$ cat config.mk
export PLATFORM = sky130hd
export DESIGN_NAME = fuzzy_subsequence_scorer
export DESIGN_NICKNAME = d
export VERILOG_FILES = /design/src/hw/rtl/fss_pkg.sv /design/src/hw/rtl/fuzzy_subsequence_scorer.sv
export SDC_FILE = /design/constraint.sdc
export NUM_CORES = 1
export LEC_CHECK = 0
export BUFFER_PORTS_ARGS = -buffer_cell sky130_fd_sc_hd__buf_2
export CORE_ASPECT_RATIO = 1.75
export CORE_MARGIN = 5
export CORE_UTILIZATION = 58
export CTS_BUF_LIST = sky130_fd_sc_hd__clkbuf_4 sky130_fd_sc_hd__clkbuf_8
export DETAILED_ROUTE_END_ITERATION = 6
export PLACE_DENSITY_LB_ADDON = 0.15
export SYNTH_ARGS = -nofsm -noshare
export SYNTH_HDL_FRONTEND = slang
export SYNTH_SLANG_ARGS = --single-unit
$ cat constraint.sdc
create_clock -name clk -period 6.6 [get_ports clk]
set_clock_uncertainty 0.1 [all_clocks]
set_input_delay 0.33 -clock clk [delete_from_list [all_inputs] [get_ports clk]]
set_output_delay 0.33 -clock clk [all_outputs]
set_load 0.05 [all_outputs]
$ cat src/hw/rtl/fss_pkg.sv
// Shared types, constants and helpers for the fuzzy subsequence scorer
`timescale 1ns / 1ps
`default_nettype none

package fss_pkg;

    // query storage
    localparam int MAX_QUERY_LEN = 32;
    localparam int QUERY_LEN_W   = 6;
    localparam int QUERY_IDX_W   = 5;
    localparam int QUERY_WORDS   = 4;

    // configuration register indexes
    localparam int CFG_INDEX_W = 3;
    localparam logic [CFG_INDEX_W-1:0] REG_QUERY_LENGTH = 3'd0;
    localparam logic [CFG_INDEX_W-1:0] REG_QUERY_0_7    = 3'd1;
    localparam logic [CFG_INDEX_W-1:0] REG_QUERY_8_15   = 3'd2;
    localparam logic [CFG_INDEX_W-1:0] REG_QUERY_16_23  = 3'd3;
    localparam logic [CFG_INDEX_W-1:0] REG_QUERY_24_31  = 3'd4;

    // scoring
    localparam int SCORE_W = 10;
    localparam logic [SCORE_W-1:0] SCORE_MAX      = 10'd1023;
    localparam logic [SCORE_W-1:0] SCORE_EMPTY_Q  = 10'd1;
    localparam logic [SCORE_W-1:0] BONUS_FIRST    = 10'd10;
    localparam logic [4:0]         PTS_HIT        = 5'd1;
    localparam logic [4:0]         PTS_BOUNDARY   = 5'd8;
    localparam logic [4:0]         PTS_CONSEC     = 5'd5;
    localparam logic [3:0]         POS_LIMIT      = 4'd8;

    // separator characters
    localparam logic [7:0] CH_SPACE = 8'h20;
    localparam logic [7:0] CH_DASH  = 8'h2d;
    localparam logic [7:0] CH_UNDER = 8'h5f;
    localparam logic [7:0] CH_DOT   = 8'h2e;
    localparam logic [7:0] CH_SLASH = 8'h2f;

    // one result request
    typedef struct packed {
        logic               hl;
        logic               done;
        logic               match;
        logic [SCORE_W-1:0] score;
    } result_t;

    function automatic logic is_upper(input logic [7:0] c);
        return (c >= 8'h41) && (c <= 8'h5a);
    endfunction

    function automatic logic is_lower(input logic [7:0] c);
        return (c >= 8'h61) && (c <= 8'h7a);
    endfunction

    function automatic logic [7:0] to_lower(input logic [7:0] c);
        return is_upper(c) ? (c + 8'd32) : c;
    endfunction

    function automatic logic is_separator(input logic [7:0] c);
        return (c == CH_SPACE) || (c == CH_DASH) || (c == CH_UNDER) ||
               (c == CH_DOT) || (c == CH_SLASH);
    endfunction

    // saturating score add
    function automatic logic [SCORE_W-1:0] sat_add(input logic [SCORE_W-1:0] a,
                                                   input logic [SCORE_W-1:0] b);
        logic [SCORE_W:0] s;
        s = {1'b0, a} + {1'b0, b};
        return s[SCORE_W] ? SCORE_MAX : s[SCORE_W-1:0];
    endfunction

endpackage

`default_nettype wire

$ cat src/hw/rtl/fuzzy_subsequence_scorer.sv
// Top level of the fuzzy subsequence scorer
// Streams one text byte per request and matches the configured query greedily as a
// case-insensitive subsequence; each byte gives one result request with its highlight
// flag, and the last byte of a text also carries the verdict and the score. The block
// takes one byte every cycle while text_stall is low: the per-text state (query position,
// score, previous byte) is updated by short logic as each byte is taken, and results are
// registered. An output register plus a one-entry skid stage let input keep flowing
// while a result waits; text_stall rises only when both are full. Configuration writes
// are always ready and must only happen while no text is in flight.
`timescale 1ns / 1ps
`default_nettype none

module fuzzy_subsequence_scorer
    import fss_pkg::*;
(
    input  wire logic                   clk,
    input  wire logic                   rst_n,

    input  wire logic                   cfg_valid,
    output logic                        cfg_ready,
    input  wire logic [CFG_INDEX_W-1:0] cfg_index,
    input  wire logic [63:0]            cfg_data,

    input  wire logic                   text_valid,
    output logic                        text_stall,
    input  wire logic [7:0]             text_char,
    input  wire logic                   text_start,
    input  wire logic                   text_end,
    input  wire logic                   empty_text,

    output logic                        result_valid,
    input  wire logic                   result_stall,
    output logic                        char_highlighted,
    output logic                        text_done,
    output logic                        is_match,
    output logic [SCORE_W-1:0]          final_score
);

    // configuration registers
    logic [QUERY_LEN_W-1:0] query_length_reg;
    logic [63:0]            query_chars_reg [QUERY_WORDS];

    // per-text state
    logic [QUERY_LEN_W-1:0] query_pos_reg,     query_pos_next;
    logic                   last_was_hit_reg,  last_was_hit_next;
    logic [7:0]             previous_byte_reg, previous_byte_next;
    logic [3:0]             text_pos_reg,      text_pos_next;
    logic [SCORE_W-1:0]     running_score_reg, running_score_next;
    logic                   hit_at_zero_reg,   hit_at_zero_next;

    // output register and skid stage
    result_t out_reg,  skid_reg,  result_next;
    logic    out_valid_reg, skid_valid_reg;

    logic text_accept;
    logic out_free;

    // working values
    logic [QUERY_LEN_W-1:0]      eff_len;
    logic [QUERY_LEN_W-1:0]      cur_qpos;
    logic                        cur_last;
    logic [7:0]                  cur_prev;
    logic [3:0]                  cur_pos;
    logic [SCORE_W-1:0]          cur_score;
    logic                        cur_hz;
    logic [8*MAX_QUERY_LEN-1:0]  query_flat;
    logic [7:0]                  query_byte;
    logic                        active;
    logic                        hit;
    logic                        boundary;
    logic [4:0]                  add_pts;
    logic [SCORE_W-1:0]          hit_score;
    logic [QUERY_LEN_W-1:0]      new_qpos;
    logic                        new_hz;

    assign cfg_ready   = 1'b1;
    assign text_stall  = skid_valid_reg;
    assign text_accept = text_valid && !text_stall;
    assign out_free    = !out_valid_reg || !result_stall;

    // configuration writes
    always_ff @(posedge clk or negedge rst_n)
    begin
        if (!rst_n)
        begin
            query_length_reg <= '0;
            for (int i = 0; i < QUERY_WORDS; i++)
            begin
                query_chars_reg[i] <= '0;
            end
        end
        else if (cfg_valid && cfg_ready)
        begin
            case (cfg_index)
                REG_QUERY_LENGTH: query_length_reg   <= cfg_data[QUERY_LEN_W-1:0];
                REG_QUERY_0_7:    query_chars_reg[0] <= cfg_data;
                REG_QUERY_8_15:   query_chars_reg[1] <= cfg_data;
                REG_QUERY_16_23:  query_chars_reg[2] <= cfg_data;
                REG_QUERY_24_31:  query_chars_reg[3] <= cfg_data;
                default:          ;
            endcase
        end
    end

    // clamp the query length
    assign eff_len = (query_length_reg > QUERY_LEN_W'(MAX_QUERY_LEN))
                   ? QUERY_LEN_W'(MAX_QUERY_LEN) : query_length_reg;

    // a starting byte sees a fresh text
    always_comb
    begin
        if (text_start)
        begin
            cur_qpos  = '0;
            cur_last  = 1'b0;
            cur_prev  = '0;
            cur_pos   = '0;
            cur_score = '0;
            cur_hz    = 1'b0;
        end
        else
        begin
            cur_qpos  = query_pos_reg;
            cur_last  = last_was_hit_reg;
            cur_prev  = previous_byte_reg;
            cur_pos   = text_pos_reg;
            cur_score = running_score_reg;
            cur_hz    = hit_at_zero_reg;
        end
    end

    // next query character
    assign query_flat = {query_chars_reg[3], query_chars_reg[2],
                         query_chars_reg[1], query_chars_reg[0]};
    assign query_byte = query_flat[{cur_qpos[QUERY_IDX_W-1:0], 3'b000} +: 8];

    // match and scoring of this byte
    assign active   = cur_qpos < eff_len;
    assign hit      = active && (to_lower(text_char) == to_lower(query_byte));
    assign boundary = (cur_pos == 4'd0) || is_separator(cur_prev) ||
                      (is_lower(cur_prev) && is_upper(text_char));

    always_comb
    begin
        add_pts = PTS_HIT;
        if (boundary)
        begin
            add_pts = add_pts + PTS_BOUNDARY;
        end
        if (cur_last)
        begin
            add_pts = add_pts + PTS_CONSEC;
        end
        if (cur_pos < POS_LIMIT)
        begin
            add_pts = add_pts + {1'b0, POS_LIMIT - cur_pos};
        end
    end

    assign hit_score = hit ? sat_add(cur_score, SCORE_W'(add_pts)) : cur_score;
    assign new_qpos  = hit ? (cur_qpos + QUERY_LEN_W'(1)) : cur_qpos;
    assign new_hz    = cur_hz || (hit && (cur_pos == 4'd0));

    // next state and result
    always_comb
    begin
        query_pos_next     = new_qpos;
        last_was_hit_next  = active ? hit : cur_last;
        previous_byte_next = text_char;
        text_pos_next      = (cur_pos < POS_LIMIT) ? (cur_pos + 4'd1) : cur_pos;
        running_score_next = hit_score;
        hit_at_zero_next   = new_hz;

        result_next.hl    = hit && !empty_text;
        result_next.done  = empty_text || text_end;
        result_next.match = 1'b0;
        result_next.score = '0;

        if (empty_text || text_end)
        begin
            query_pos_next     = '0;
            last_was_hit_next  = 1'b0;
            previous_byte_next = '0;
            text_pos_next      = '0;
            running_score_next = '0;
            hit_at_zero_next   = 1'b0;
            if (eff_len == '0)
            begin
                result_next.match = 1'b1;
                result_next.score = SCORE_EMPTY_Q;
            end
            else if (!empty_text && (new_qpos >= eff_len))
            begin
                result_next.match = 1'b1;
                result_next.score = sat_add(hit_score, new_hz ? BONUS_FIRST : '0);
            end
        end
    end

    // per-text state registers
    always_ff @(posedge clk or negedge rst_n)
    begin
        if (!rst_n)
        begin
            query_pos_reg     <= '0;
            last_was_hit_reg  <= 1'b0;
            previous_byte_reg <= '0;
            text_pos_reg      <= '0;
            running_score_reg <= '0;
            hit_at_zero_reg   <= 1'b0;
        end
        else if (text_accept)
        begin
            query_pos_reg     <= query_pos_next;
            last_was_hit_reg  <= last_was_hit_next;
            previous_byte_reg <= previous_byte_next;
            text_pos_reg      <= text_pos_next;
            running_score_reg <= running_score_next;
            hit_at_zero_reg   <= hit_at_zero_next;
        end
    end

    // output register with skid stage
    always_ff @(posedge clk or negedge rst_n)
    begin
        if (!rst_n)
        begin
            out_valid_reg  <= 1'b0;
            skid_valid_reg <= 1'b0;
        end
        else
        begin
            if (out_free)
            begin
                if (skid_valid_reg)
                begin
                    out_valid_reg  <= 1'b1;
                    skid_valid_reg <= 1'b0;
                end
                else
                begin
                    out_valid_reg <= text_accept;
                end
            end
            else if (text_accept)
            begin
                skid_valid_reg <= 1'b1;
            end
        end
    end

    // result payload
    always_ff @(posedge clk)
    begin
        if (out_free)
        begin
            out_reg <= skid_valid_reg ? skid_reg : result_next;
        end
        if (!out_free && text_accept)
        begin
            skid_reg <= result_next;
        end
    end

    assign result_valid     = out_valid_reg;
    assign char_highlighted = out_reg.hl;
    assign text_done        = out_reg.done;
    assign is_match         = out_reg.match;
    assign final_score      = out_reg.score;

    // checks
    a_match_needs_done: assert property (@(posedge clk) disable iff (!rst_n)
        out_valid_reg && out_reg.match |-> out_reg.done)
        else $error("match reported without a verdict");

    a_score_only_on_match: assert property (@(posedge clk) disable iff (!rst_n)
        out_valid_reg && !out_reg.match |-> out_reg.score == '0)
        else $error("nonzero score without a match");

    a_skid_behind_out: assert property (@(posedge clk) disable iff (!rst_n)
        skid_valid_reg |-> out_valid_reg)
        else $error("skid stage filled while output register empty");

    a_qpos_bounded: assert property (@(posedge clk) disable iff (!rst_n)
        query_pos_reg <= QUERY_LEN_W'(MAX_QUERY_LEN))
        else $error("query position beyond query storage");

endmodule

`default_nettype wire

[Word level (Yosys, flattened, before mapping)]
Cells that the tools add are included.
Operators by class
  multiplexer cells: 32
  order comparisons: 10
  shift operators: 1
  equal/unequal tests: 10
  add/subtract/negate cells: 9
  reductions and logical operators: 33
Operator list (count)
  indexed part select 256 x 9 -> 8 bit: 1
  two-way mux 10 bit: 5
  two-way mux 11 bit: 3
  equality test 8 x 6 -> 1 bit, second input constant: 4
  two-way mux 8 bit: 4
  greater-or-equal comparator 8 x 7 -> 1 bit, second input constant: 3
  <= comparator 8 x 7 -> 1 bit, second input constant: 3
  two-way mux 6 bit: 4
  two-way mux 4 bit: 5
  adder 8 x 6 -> 8 bit, second input constant: 2
  two-way mux 13 bit: 1
  adder 10 x 4 -> 11 bit: 1
  adder 10 x 5 -> 11 bit: 1
  logical AND 1 bit: 10
  two-way mux 5 bit: 2
  AND reduction 2 bit: 5
  logical OR 1 bit: 9
  equality test 8 x 7 -> 1 bit, second input constant: 1
  equality test 8 bit: 1
  two-way mux 1 bit: 8
  adder 6 x 1 -> 6 bit, second input constant: 1
  equality test 3 x 2 -> 1 bit, second input constant: 2
  greater-or-equal comparator 6 bit: 1
  > comparator 6 bit, second input constant: 1
  other kinds (13): 17
Word-level totals
  output and inout port bits: 16
  flip-flop bits (word level): 320
  word-level logic and storage cells: 116
  input port bits: 83

[Depth between registers and ports, before layout]
  word-level depth: 22
  gate-level depth with buffers: 34
  depth with buffers taken out: 26

[Least setup slack after synthesis]
No wires, ideal clock.
  path kind: in2reg
  start: input port text_start
  end: register out_reg, in the netlist final_score[0], data pin
  required time: 6.240 ns
  setup time: 0.260 ns
  buffers on the path: 7
  stages: 29
  slack: -0.040 ns
  arrival: 6.280 ns
  cells stage by stage: buf_2 clkbuf_1 clkbuf_1 clkbuf_1 clkbuf_1 clkbuf_1 nand2b_1 ha_1 ha_1 a21o_1 a21oi_1 xnor2_1 mux2_2 ha_1 a21oi_1 inv_1 a21oi_1 nor3_1 o31a_1 ha_1 nand2_1 nor2_1 nor2_1 nor3_1 mux2_2 and4_4 buf_6 o41a_1 mux2_2
RTL lines
  start: declaration: RTL line fuzzy_subsequence_scorer.sv:27  | input wire logic text_start,
  end signal: assignment: RTL line fuzzy_subsequence_scorer.sv:257  | out_reg <= skid_valid_reg ? skid_reg : result_next;
  end: declaration: RTL line fuzzy_subsequence_scorer.sv:52  | result_t out_reg, skid_reg, result_next;

==> flow_summary.ini <==
[status]
status = completed

[layout]
layout_common_cells = 293 x dfrtp_1, 280 x mux2_2, 96 x buf_2
nets = 1630
largest_register_ffs = 256
fillerInstances = 2133
mostFrequentLayoutCell = dfrtp_1
layout-drive-gt1-share_pct = 34.0
syn_to_final_growth_pct = 15.3

[pwr]
p_seq_share_pct = 49.9
power_leakage_nw = 8.07
ir_drop_uv = 221
p_sw_w = 0.00142
power_density_nw_per_um2 = 272
p_clk_share_pct = 31.9
switching_share_pct = 27.4
comb_power_share_pct = 18.2
power.internal_w = 0.00377
power_w = 0.00519

[sta]
finalSetupViolations = 0
worst_slew_pin_slew_ns = 1.11
grt_setup_unrepaired = false
setup_tns_ns = 0
min_period_over_period_pct = 92.4
fmaxAchievable_mhz = 164
max-slew-margin-rel_pct = 26.0
hold_viol_final = 0
layout_min_cycle_time_ns = 6.10
slew_viol_final = 0

[place]
io_buffer_count = 97
gp_congestion = 0.859
hpwl_um = 31200

[hold_path]
hold_class = in2reg

[floorplan]
start_util_pct = 58.9
die_h_um = 233
io-pin-count = 99
dieArea_um2 = 32100
rows = 81
core_area_um2 = 28100
fp.dieW_um = 138

[setup_path]
worst_ep_arrival_time_ns = 6.33
crit_slowest_cell = dfrtp_4
crit_path_cell_trace = buf_4, mux2_1, a221oi_1, nor2_1, nor3_1, o31a_1, xor2_1, o2111ai_1, a2111oi_4, nand3_1, buf_4, o31a_1, ha_1, nand2_1, nor2_1, nor2_1, nor3_1, mux2_2, and4_4, o41a_1, mux2_2
path_class = reg2reg
crit_path_end_kind = flip-flop
required_ns = 6.83
start_kind = flip-flop
crit_path_max_fanout = 20
slowest_delay_ns = 0.66
critPathMostFrequentCell = nor2_1
crit_family = compound AO/OA/AOI/OAI gates
path_buf_inv = 2

[routing]
routed_wirelength_um = 44100
drt_iter0_drc = 620
drc = 0
vias = 11674
viasPerCell = 6.07
dr.pass1.iters = 5
post_drt_wl_per_cell_um = 23.0
ant_nets = 0

[global_routing]
grt_pass1_vias = 12481
grt_pass1_wl_um = 69800
grt_usage_pct = 28.4
overflow = 0
grt_max_degree = 89
antenna_found_initial = 0

[flow_run]
cap_violations = 0

[cts]
root_buffer = clkbuf_8
insertion_delay_ns = 0.58
cts-hold-fix-buffers = 74
cts_setup_buffers = 0
htreeDepth = 2
cts_sinks = 320
clkTransAtPathRegs_ns = 0.07
cts_buffer_depth = 3
tritoncts = yes
cts_resized = 0
cts_buffers = 48

[yosys]
syn-cell-area_um2 = 16500
postSynthAreaPerCell_um2 = 12.3
synth_seq_area_share_pct = 49.2
synth_edf_count = 26
ys_ff_latch = 320
yosysWarnings = 0
async_reset_ff_share_pct = 91.9
yosysUniqueCellTypes = 85
syn-num-nets = 1459
synth_cells = 1346
synth-main-ff-cell = dfrtp_1
==> power groups by stage <==
stage	registers (W)	logic (W)	clock network (W)
floorplan	0.00255	0.000629	0
finish	0.00259	0.000946	0.00165
global route	0.00262	0.00104	0.00177
global placement	0.00260	0.000886	0
detailed placement	0.00262	0.000915	0
CTS	0.00258	0.000954	0.00170
==> per-layer routing <==
layer / share of wire [%] / wire, um / global-route usage (%) / vias up
li1: - / - / - / 5308
met1: 37 / 16400 / 32.4 / 5905
met4: 5.6 / 2480 / 14.4 / 0
met5: 0 / 0 / 0 / -
met3: 4.0 / 1760 / 4.01 / 135
met2: 53 / 23500 / 50.8 / 326
==> metrics by stage <==
stage / hold slack [ns] / setup WS [ns] / std cells / util (%) / cell area (um^2)
6_report: 0.0263 / 0.498 / 1922 / 67.9 / 19100
2_1_floorplan: -0.0656 / 0.0111 / 1346 / - / 16500
3_3_place_gp: 0.277 / 0.601 / 1766 / 61.8 / 17300
3_5_place_dp: 0.274 / 0.499 / 1766 / 61.8 / 17300
5_1_grt: 0.0471 / 0.104 / 1921 / 67.9 / 19100
4_1_cts: 0.00139 / 0.484 / 1921 / 67.9 / 19100
==> kinds of logic (layout without fill, tap and decap cells) <==
logic type               after synthesis  count (layout)  share of synthesized area, %
AO/OA/AOI/OAI                        231             231                          10.2
flip-flops                           320             320                          49.2
XOR/XNOR                              23              23                          1.22
multiplexers                         367             367                          25.2
AND/OR/NAND/NOR                      254             254                          8.07
other                                  1               2                        0.0227
adder cells (fa/ha/maj)               30              30                          2.36
buffers and inverters                120             322                          3.78
==> cell type report <==
type / count / area (um^2) / share of cell area, %
antenna: 1 / 2.50 / 0.0131
clock buffer: 76 / 946 / 4.96
clock inverter: 5 / 31.3 / 0.164
inverter: 32 / 120 / 0.630
multi-input combinational: 906 / 7820 / 41.0
sequential: 320 / 8140 / 42.7
tap: 373 / 467 / 2.45
timing repair buffer: 209 / 1530 / 8.05
==> worst reg2reg max path, stage by stage, from the launching register on <==
cell	delay (ns)
dfrtp_4	0.66
buf_4	0.36
mux2_1	0.37
a221oi_1	0.38
nor2_1	0.14
nor3_1	0.22
o31a_1	0.27
xor2_1	0.17
o2111ai_1	0.17
a2111oi_4	0.40
nand3_1	0.19
buf_4	0.24
o31a_1	0.33
ha_1	0.36
nand2_1	0.10
nor2_1	0.06
nor2_1	0.09
nor3_1	0.06
mux2_2	0.29
and4_4	0.23
o41a_1	0.41
mux2_2	0.26
==> cells in the mapped netlist, types with 9 or more instances <==
cell,instances,share of area (%)
a211oi_1,19,0.86
edfxtp_1,26,4.7
a221oi_1,11,0.58
nand2b_1,33,1.2
nand2_1,47,1.1
o221ai_1,16,0.85
ha_1,28,2.1
nor3_1,21,0.64
clkbuf_1,53,1.2
mux4_2,10,1.4
nor2_1,68,1.5
a21oi_1,34,1.0
a22o_1,14,0.74
nor2b_1,20,0.76
mux2_2,280,19
o21ai_0,38,1.2
dfrtp_1,294,45
inv_1,30,0.68
xnor2_1,17,0.90
mux2i_1,69,4.2
o22ai_1,16,0.61
buf_2,15,0.45
nor3b_1,9,0.41
==> final timing paths <==
check | start | end | slack, ns | cells past startpoint
min in group asynchronous | rst_n | query_chars_reg[124]$_DFFE_PN0P_ | 0.22 | 2
max reg2reg | query_pos_reg[0]$_DFFE_PN0P_ | final_score[0]$_DFFE_PN_ | 0.50 | 21
max | query_pos_reg[0]$_DFFE_PN0P_ | final_score[0]$_DFFE_PN_ | 0.50 | 21
min | text_char[6] | previous_byte_reg[6]$_DFFE_PN0P_ | 0.03 | 3
max in group asynchronous | rst_n | query_chars_reg[97]$_DFFE_PN0P_ | 4.70 | 3
min reg2reg | query_chars_reg[96]$_DFFE_PN0P_ | query_chars_reg[96]$_DFFE_PN0P_ | 0.40 | 1
Note: power is estimated with default switching activity, not from simulation.
